$ cat src/rtl/dfe_pkg.sv
// ----------------------------------------------------------------------------
// DShot frame encoder package
// Shared types and constants for the frame encoder and its bit serialiser.
// ----------------------------------------------------------------------------
package dfe_pkg;

  // Frame format.
  localparam int unsigned FRAME_BITS   = 16;
  localparam int unsigned BIT_CNT_W    = $clog2(FRAME_BITS);
  localparam int unsigned VALUE_W      = 11;
  localparam int unsigned CRC_W        = 4;
  localparam logic [15:0] VALUE_MAX    = 16'd2047;
  localparam logic [15:0] CMD_LIMIT    = 16'd48;

  // Interleave limits.
  localparam int unsigned COUNT_W      = 3;
  localparam logic [COUNT_W-1:0] MAX_CHANNELS = COUNT_W'(4);
  localparam int unsigned SLOT_W       = 2;
  localparam int unsigned ADDR_W       = 7;
  localparam int unsigned DUTY_W       = 16;

  // Configuration register indices.
  typedef enum logic [1:0] {
    CFG_CHANNEL_COUNT = 2'd0,
    CFG_DUTY_ZERO     = 2'd1,
    CFG_DUTY_ONE      = 2'd2
  } cfg_index_t;

  // One input request.
  typedef struct packed {
    logic [15:0]       throttle_value;
    logic [SLOT_W-1:0] motor_slot;
  } in_item_t;

  // One result word.
  typedef struct packed {
    logic [DUTY_W-1:0] compare_value;
    logic [ADDR_W-1:0] buffer_address;
    logic              last_bit;
  } out_item_t;

  // Settings seen by the serialiser.
  typedef struct packed {
    logic [COUNT_W-1:0] count;
    logic [DUTY_W-1:0]  duty_zero;
    logic [DUTY_W-1:0]  duty_one;
  } dfe_cfg_t;

  // A built frame waiting for the serialiser.
  typedef struct packed {
    logic [FRAME_BITS-1:0] frame;
    logic [SLOT_W-1:0]     slot;
  } frame_req_t;

endpackage

$ cat src/rtl/dfe_serialiser.sv
// ----------------------------------------------------------------------------
// DShot frame serialiser
// Emits a built frame as sixteen compare words, most significant bit first,
// with interleaved buffer addresses, through a registered output stage.
// ----------------------------------------------------------------------------
module dfe_serialiser
  import dfe_pkg::*;
(
  input  logic       clk,
  input  logic       rst,
  input  dfe_cfg_t   cfg,
  input  logic       frame_valid,
  input  frame_req_t frame_data,
  output logic       frame_take,
  output logic       out_valid,
  input  logic       out_stall,
  output out_item_t  out_data
);

  logic                  busy;
  logic [FRAME_BITS-1:0] shift;
  logic [BIT_CNT_W-1:0]  bit_cnt;
  logic [ADDR_W-1:0]     addr;
  logic                  advance;
  logic                  last_step;

  // A word moves to the output register whenever that register is free or
  // being emptied in this cycle.
  assign advance    = busy && (!out_valid || !out_stall);
  assign last_step  = (bit_cnt == BIT_CNT_W'(FRAME_BITS - 1));
  assign frame_take = frame_valid && (!busy || (advance && last_step));

  // Control state.
  always_ff @(posedge clk) begin
    if (rst) begin
      busy      <= 1'b0;
      out_valid <= 1'b0;
    end else begin
      if (frame_take) begin
        busy <= 1'b1;
      end else if (advance && last_step) begin
        busy <= 1'b0;
      end
      if (advance) begin
        out_valid <= 1'b1;
      end else if (!out_stall) begin
        out_valid <= 1'b0;
      end
    end
  end

  // Shift register, bit counter and running address.
  always_ff @(posedge clk) begin
    if (frame_take) begin
      shift   <= frame_data.frame;
      bit_cnt <= '0;
      addr    <= ADDR_W'(cfg.count) + ADDR_W'(frame_data.slot);
    end else if (advance) begin
      shift   <= {shift[FRAME_BITS-2:0], 1'b0};
      bit_cnt <= bit_cnt + BIT_CNT_W'(1);
      addr    <= addr + ADDR_W'(cfg.count);
    end
  end

  // Output register.
  always_ff @(posedge clk) begin
    if (advance) begin
      out_data.compare_value  <= shift[FRAME_BITS-1] ? cfg.duty_one : cfg.duty_zero;
      out_data.buffer_address <= addr;
      out_data.last_bit       <= last_step;
    end
  end

endmodule

$ cat src/rtl/dshot_frame_encoder.sv
// ----------------------------------------------------------------------------
// DShot frame encoder
// Each accepted request is built into one 16-bit DShot frame (clamped
// 11-bit value, telemetry bit for values 1 to 47, XOR checksum) and sent out
// as sixteen compare words, one per cycle, most significant bit first, each
// with its interleaved address (word index + 1) * channel_count + motor_slot,
// word index counted from zero. A second request is held in the input
// register while the current frame is emitted, so frames follow with no gap.
// A stall on the output holds the serialiser. Settings must be written only
// while idle; the block itself does not enforce this.
// ----------------------------------------------------------------------------
module dshot_frame_encoder
  import dfe_pkg::*;
(
  input  logic              clk,
  input  logic              rst,
  input  logic              in_valid,
  output logic              in_stall,
  input  in_item_t          in_data,
  output logic              out_valid,
  input  logic              out_stall,
  output out_item_t         out_data,
  input  logic              cfg_valid,
  output logic              cfg_ready,
  input  cfg_index_t        cfg_index,
  input  logic [DUTY_W-1:0] cfg_data
);

  logic [COUNT_W-1:0] channel_count;
  logic [DUTY_W-1:0]  duty_zero;
  logic [DUTY_W-1:0]  duty_one;
  dfe_cfg_t           cfg;

  logic               in_full;
  frame_req_t         held;
  logic               frame_take;

  logic [15:0]           value;
  logic                  telem;
  logic [FRAME_BITS-1:0] frame_base;
  logic [FRAME_BITS-1:0] frame_next;

  assign cfg_ready = 1'b1;

  // Configuration registers.
  always_ff @(posedge clk) begin
    if (rst) begin
      channel_count <= COUNT_W'(1);
      duty_zero     <= '0;
      duty_one      <= '0;
    end else if (cfg_valid && cfg_ready) begin
      unique case (cfg_index)
        CFG_CHANNEL_COUNT: channel_count <= cfg_data[COUNT_W-1:0];
        CFG_DUTY_ZERO:     duty_zero     <= cfg_data;
        CFG_DUTY_ONE:      duty_one      <= cfg_data;
        default: ;
      endcase
    end
  end

  // Effective channel count: zero counts as one, larger values saturate.
  always_comb begin
    cfg.duty_zero = duty_zero;
    cfg.duty_one  = duty_one;
    if (channel_count == '0) begin
      cfg.count = COUNT_W'(1);
    end else if (channel_count > MAX_CHANNELS) begin
      cfg.count = MAX_CHANNELS;
    end else begin
      cfg.count = channel_count;
    end
  end

  // Frame build: clamp, telemetry flag and checksum of the upper nibbles.
  always_comb begin
    telem = (in_data.throttle_value != '0) && (in_data.throttle_value < CMD_LIMIT);
    value = (in_data.throttle_value > VALUE_MAX) ? VALUE_MAX : in_data.throttle_value;
    frame_base = {value[VALUE_W-1:0], telem, 4'b0000};
    frame_next = {frame_base[FRAME_BITS-1:CRC_W],
                  frame_base[7:4] ^ frame_base[11:8] ^ frame_base[15:12]};
  end

  // Input register holding one built frame.
  assign in_stall = in_full;

  always_ff @(posedge clk) begin
    if (rst) begin
      in_full <= 1'b0;
    end else if (in_valid && !in_stall) begin
      in_full <= 1'b1;
    end else if (frame_take) begin
      in_full <= 1'b0;
    end
  end

  always_ff @(posedge clk) begin
    if (in_valid && !in_stall) begin
      held.frame <= frame_next;
      held.slot  <= in_data.motor_slot;
    end
  end

  dfe_serialiser u_serialiser (
    .clk         (clk),
    .rst         (rst),
    .cfg         (cfg),
    .frame_valid (in_full),
    .frame_data  (held),
    .frame_take  (frame_take),
    .out_valid   (out_valid),
    .out_stall   (out_stall),
    .out_data    (out_data)
  );

endmodule

$ cat config.mk
export PLATFORM = sky130hd
export DESIGN_NAME = dshot_frame_encoder
export DESIGN_NICKNAME = d
export VERILOG_FILES = /design/src/rtl/dfe_pkg.sv /design/src/rtl/dfe_serialiser.sv /design/src/rtl/dshot_frame_encoder.sv
export SDC_FILE = /design/constraint.sdc
export NUM_CORES = 1
export LEC_CHECK = 0
export BUFFER_PORTS_ARGS = -buffer_cell sky130_fd_sc_hd__buf_2
export CAP_MARGIN = 20
export CORE_ASPECT_RATIO = 1.4
export CORE_MARGIN = 2
export CORE_UTILIZATION = 28
export CTS_BUF_LIST = sky130_fd_sc_hd__clkbuf_4
export CTS_CLUSTER_SIZE = 24
export DETAILED_ROUTE_END_ITERATION = 8
export PLACE_DENSITY = 0.48
export SLEW_MARGIN = 20
export SYNTH_ARGS = -nofsm -noshare
export SYNTH_HDL_FRONTEND = slang
export SYNTH_HIERARCHICAL = 1
export SYNTH_SLANG_ARGS = --single-unit
$ cat constraint.sdc
create_clock -name clk -period 6.5 [get_ports clk]
set_clock_uncertainty 0.05 [all_clocks]
set_input_delay 0.65 -clock clk [delete_from_list [all_inputs] [get_ports clk]]
set_output_delay 0.65 -clock clk [all_outputs]
set_load 0.01 [all_outputs]
==> metrics.yaml <==
outcome: "complete, no violations"
total_power_uw: 1300
layout.filler_cells: 1562
initial_utilization: 0.286
critical_path.cell_chain: "ha_1 -> nand3_1 -> o21ai_2 -> nand2_2 -> nand2b_1"
fin_hold_ws_ns: 0.333
clk-insertion-delay-late_ns: 0.44
avgSynthCellArea_um2: 12.3
first_global_vias: 2834
final_common_cell: "sky130_fd_sc_hd__nand2_1"
io_buffer_count: 66
hold_viol: 0
ios: 68
post_drt_via_cell_ratio: 4.46
worst_path_largest_cell_delay_ns: 0.94
detail_route.wl_per_cell_um: 14.0
maximum_number_of_pins_on_one_net_before_global_route_repair: 39
layout_common_cells: "sky130_fd_sc_hd__nand2_1 (74), sky130_fd_sc_hd__buf_2 (66), sky130_fd_sc_hd__edfxtp_1 (65), sky130_fd_sc_hd__dfxtp_1 (42), sky130_fd_sc_hd__a21oi_1 (39)"
finalCritPeriodShare: 0.421
antenna_cells_inserted: 0
synth_nets: 412
vdd_ir_drop_max_v: 0.0000993
grt_overflow_total: 0
dieWidth_um: 111
maxSlewViolCount: 0
worst_max_slew_margin_expressed_relative_to_the_limit: 0.284
holdBufCountCts: 0
setup_viol: 0
synth_sequential_area_ratio: 0.626
place.gp.congestion: 0.777
synth.yosys.warnings: 6
flow.area_growth_from_synthesis_pct: 14.3
synthDistinctLibCells: 43
rsz_0062_raised_after_global_routing: "false"
final_core_utilization: 0.327
worst_setup_timing_slack_at_the_placement_stage_ns: 3.48
post-dp-hpwl_um: 6080
crit_path_top_delay_cell: "sky130_fd_sc_hd__nand2b_1"
synth_enable_flop_cells: 65
multi_input_comb_area_um2: 1550
grt_antenna_before_repair: 0
synth_flop_cell: "sky130_fd_sc_hd__edfxtp_1"
postSynthCellCount: 363
net_count_reported_at_finish: 473
final.setup.worst_slack_ns: 3.77
die_area_um2: 17000
power_density_nw_per_um2: 256
tightestPinTransition_ns: 1.07
cts_buffer_depth: 2
clk_pin_slew_ns: 0.14
cts_root_buf: "sky130_fd_sc_hd__clkbuf_4"
clock-sinks: 107
count_of_buffers_added_by_post_cts_timing_repair_for_setup: 0
global_route.usage.total: 0.104
die_y_um: 153
drive_gt1_frac: 0.291
critical_path_end_type: "flop"
drt_total_wl_um: 8760
post_cts_resize_count: 0
row_count: 54
drt_pre_antenna_iters: 4
design.core.area_um2: 15600
async_flop_share: 0
timing.final.crit_period_ns: 2.73
crit_arrival_ns: 2.75
regArea_um2: 2790
critPathLaunchType: "flop"
num_vias: 2786
route.detailed.drc: 0
tritoncts: "done"
worstPathRequired_ns: 6.52
mappedNetlistArea_um2: 4460
highest_net_fanout_along_the_worst_path: 23
first_pass_grt_wire_length_um: 14100
tritoncts.num_buffers: 9
fin_setup_tns_ns: 0
iteration_0_drc_markers: 124
fmaxAchievable_ghz: 0.366
path_class: "flop to flop"
ant_nets: 0
htree_num_levels: 3
yosys_register_bits: 107
leakagePower_uw: 0.00192
holdCritPathClass: "input pin to flop"
max-cap-violations: 0
## synthesized netlist by cell type (all sizes together), types with 3 or more instances
| library cell | n | area share |
|---|---|---|
| a21oi | 39 | 0.044 |
| buf | 7 | 0.011 |
| clkbuf | 11 | 0.0095 |
| dfxtp | 42 | 0.19 |
| edfxtp | 65 | 0.44 |
| ha | 6 | 0.017 |
| inv | 9 | 0.0076 |
| mux2 | 32 | 0.094 |
| mux2i | 6 | 0.013 |
| nand2 | 75 | 0.064 |
| nand3 | 3 | 0.0034 |
| nor2 | 16 | 0.015 |
| nor2b | 3 | 0.0042 |
| or3 | 11 | 0.017 |
| xnor2 | 7 | 0.014 |
| xor2 | 8 | 0.016 |
## path summary, 6_finish.rpt
check	start	endpoint	slack, ns	depth (start not counted)
worst min register to register	duty_one[14]	duty_one[14]	0.41	2
worst max-delay path	u_serialiser/bit_cnt[0]	u_serialiser/addr[6]	3.77	5
worst min-delay path	in_data[0]	held[0]	0.33	1
worst max register to register	u_serialiser/bit_cnt[0]	u_serialiser/addr[6]	3.77	5
## sequential cells by signal, indices dropped and copies added (netlist names)
register,cells
u_serialiser/bit_cnt,4
duty_one,16
in_stall,1
u_serialiser/out_valid,1
channel_count,3
duty_zero,16
held,18
u_serialiser/addr,7
u_serialiser/busy,1
u_serialiser/shift,16
u_serialiser/out_data,24
## critical path: cells and delay by family, from the launching register on
kind / cells / cell delay [ns]
AOI/OAI and AO/OA: 1 / 0.24
adders and majority gates: 1 / 0.19
DFF: 1 / 0.40
and+or+nand+nor: 3 / 1.47
## area by class of cell
cell class / instances / area share
clock inverters: 6 / 0.0110
inverters: 9 / 0.00663
repair buffers: 68 / 0.0677
flip-flops and latches: 107 / 0.548
clock buffers: 10 / 0.0147
well taps: 196 / 0.0481
multi-input cells: 229 / 0.304
## cell families after synthesis
group | synth area share
flops | 0.626
mux | 0.108
simple gates | 0.124
compound gates | 0.0581
xor+xnor | 0.0295
buf+inv | 0.0283
fa+ha+maj | 0.0258
other cells | 0.000841
## metrics by stage
step / cells / cell area [µm²]
after floorplan: 363 / 4460
after global placement: 609 / 4970
after detailed placement: 609 / 4970
after CTS: 625 / 5100
after global routing: 625 / 5100
final: 625 / 5100
## power by group
part	total, µW	switching, µW	internal (µW)
sequential	814	31.7	782
combinational	169	89.0	80.0
clock	322	203	119
## metal layers
metal	track usage	vias to the layer above	share of wire
li1	-	1385	-
met1	0.122	1323	0.44
met2	0.183	70	0.50
met3	0.0278	8	0.043
met4	0.0375	0	0.013
met5	0	-	0
(Power assumes the default switching activity.)
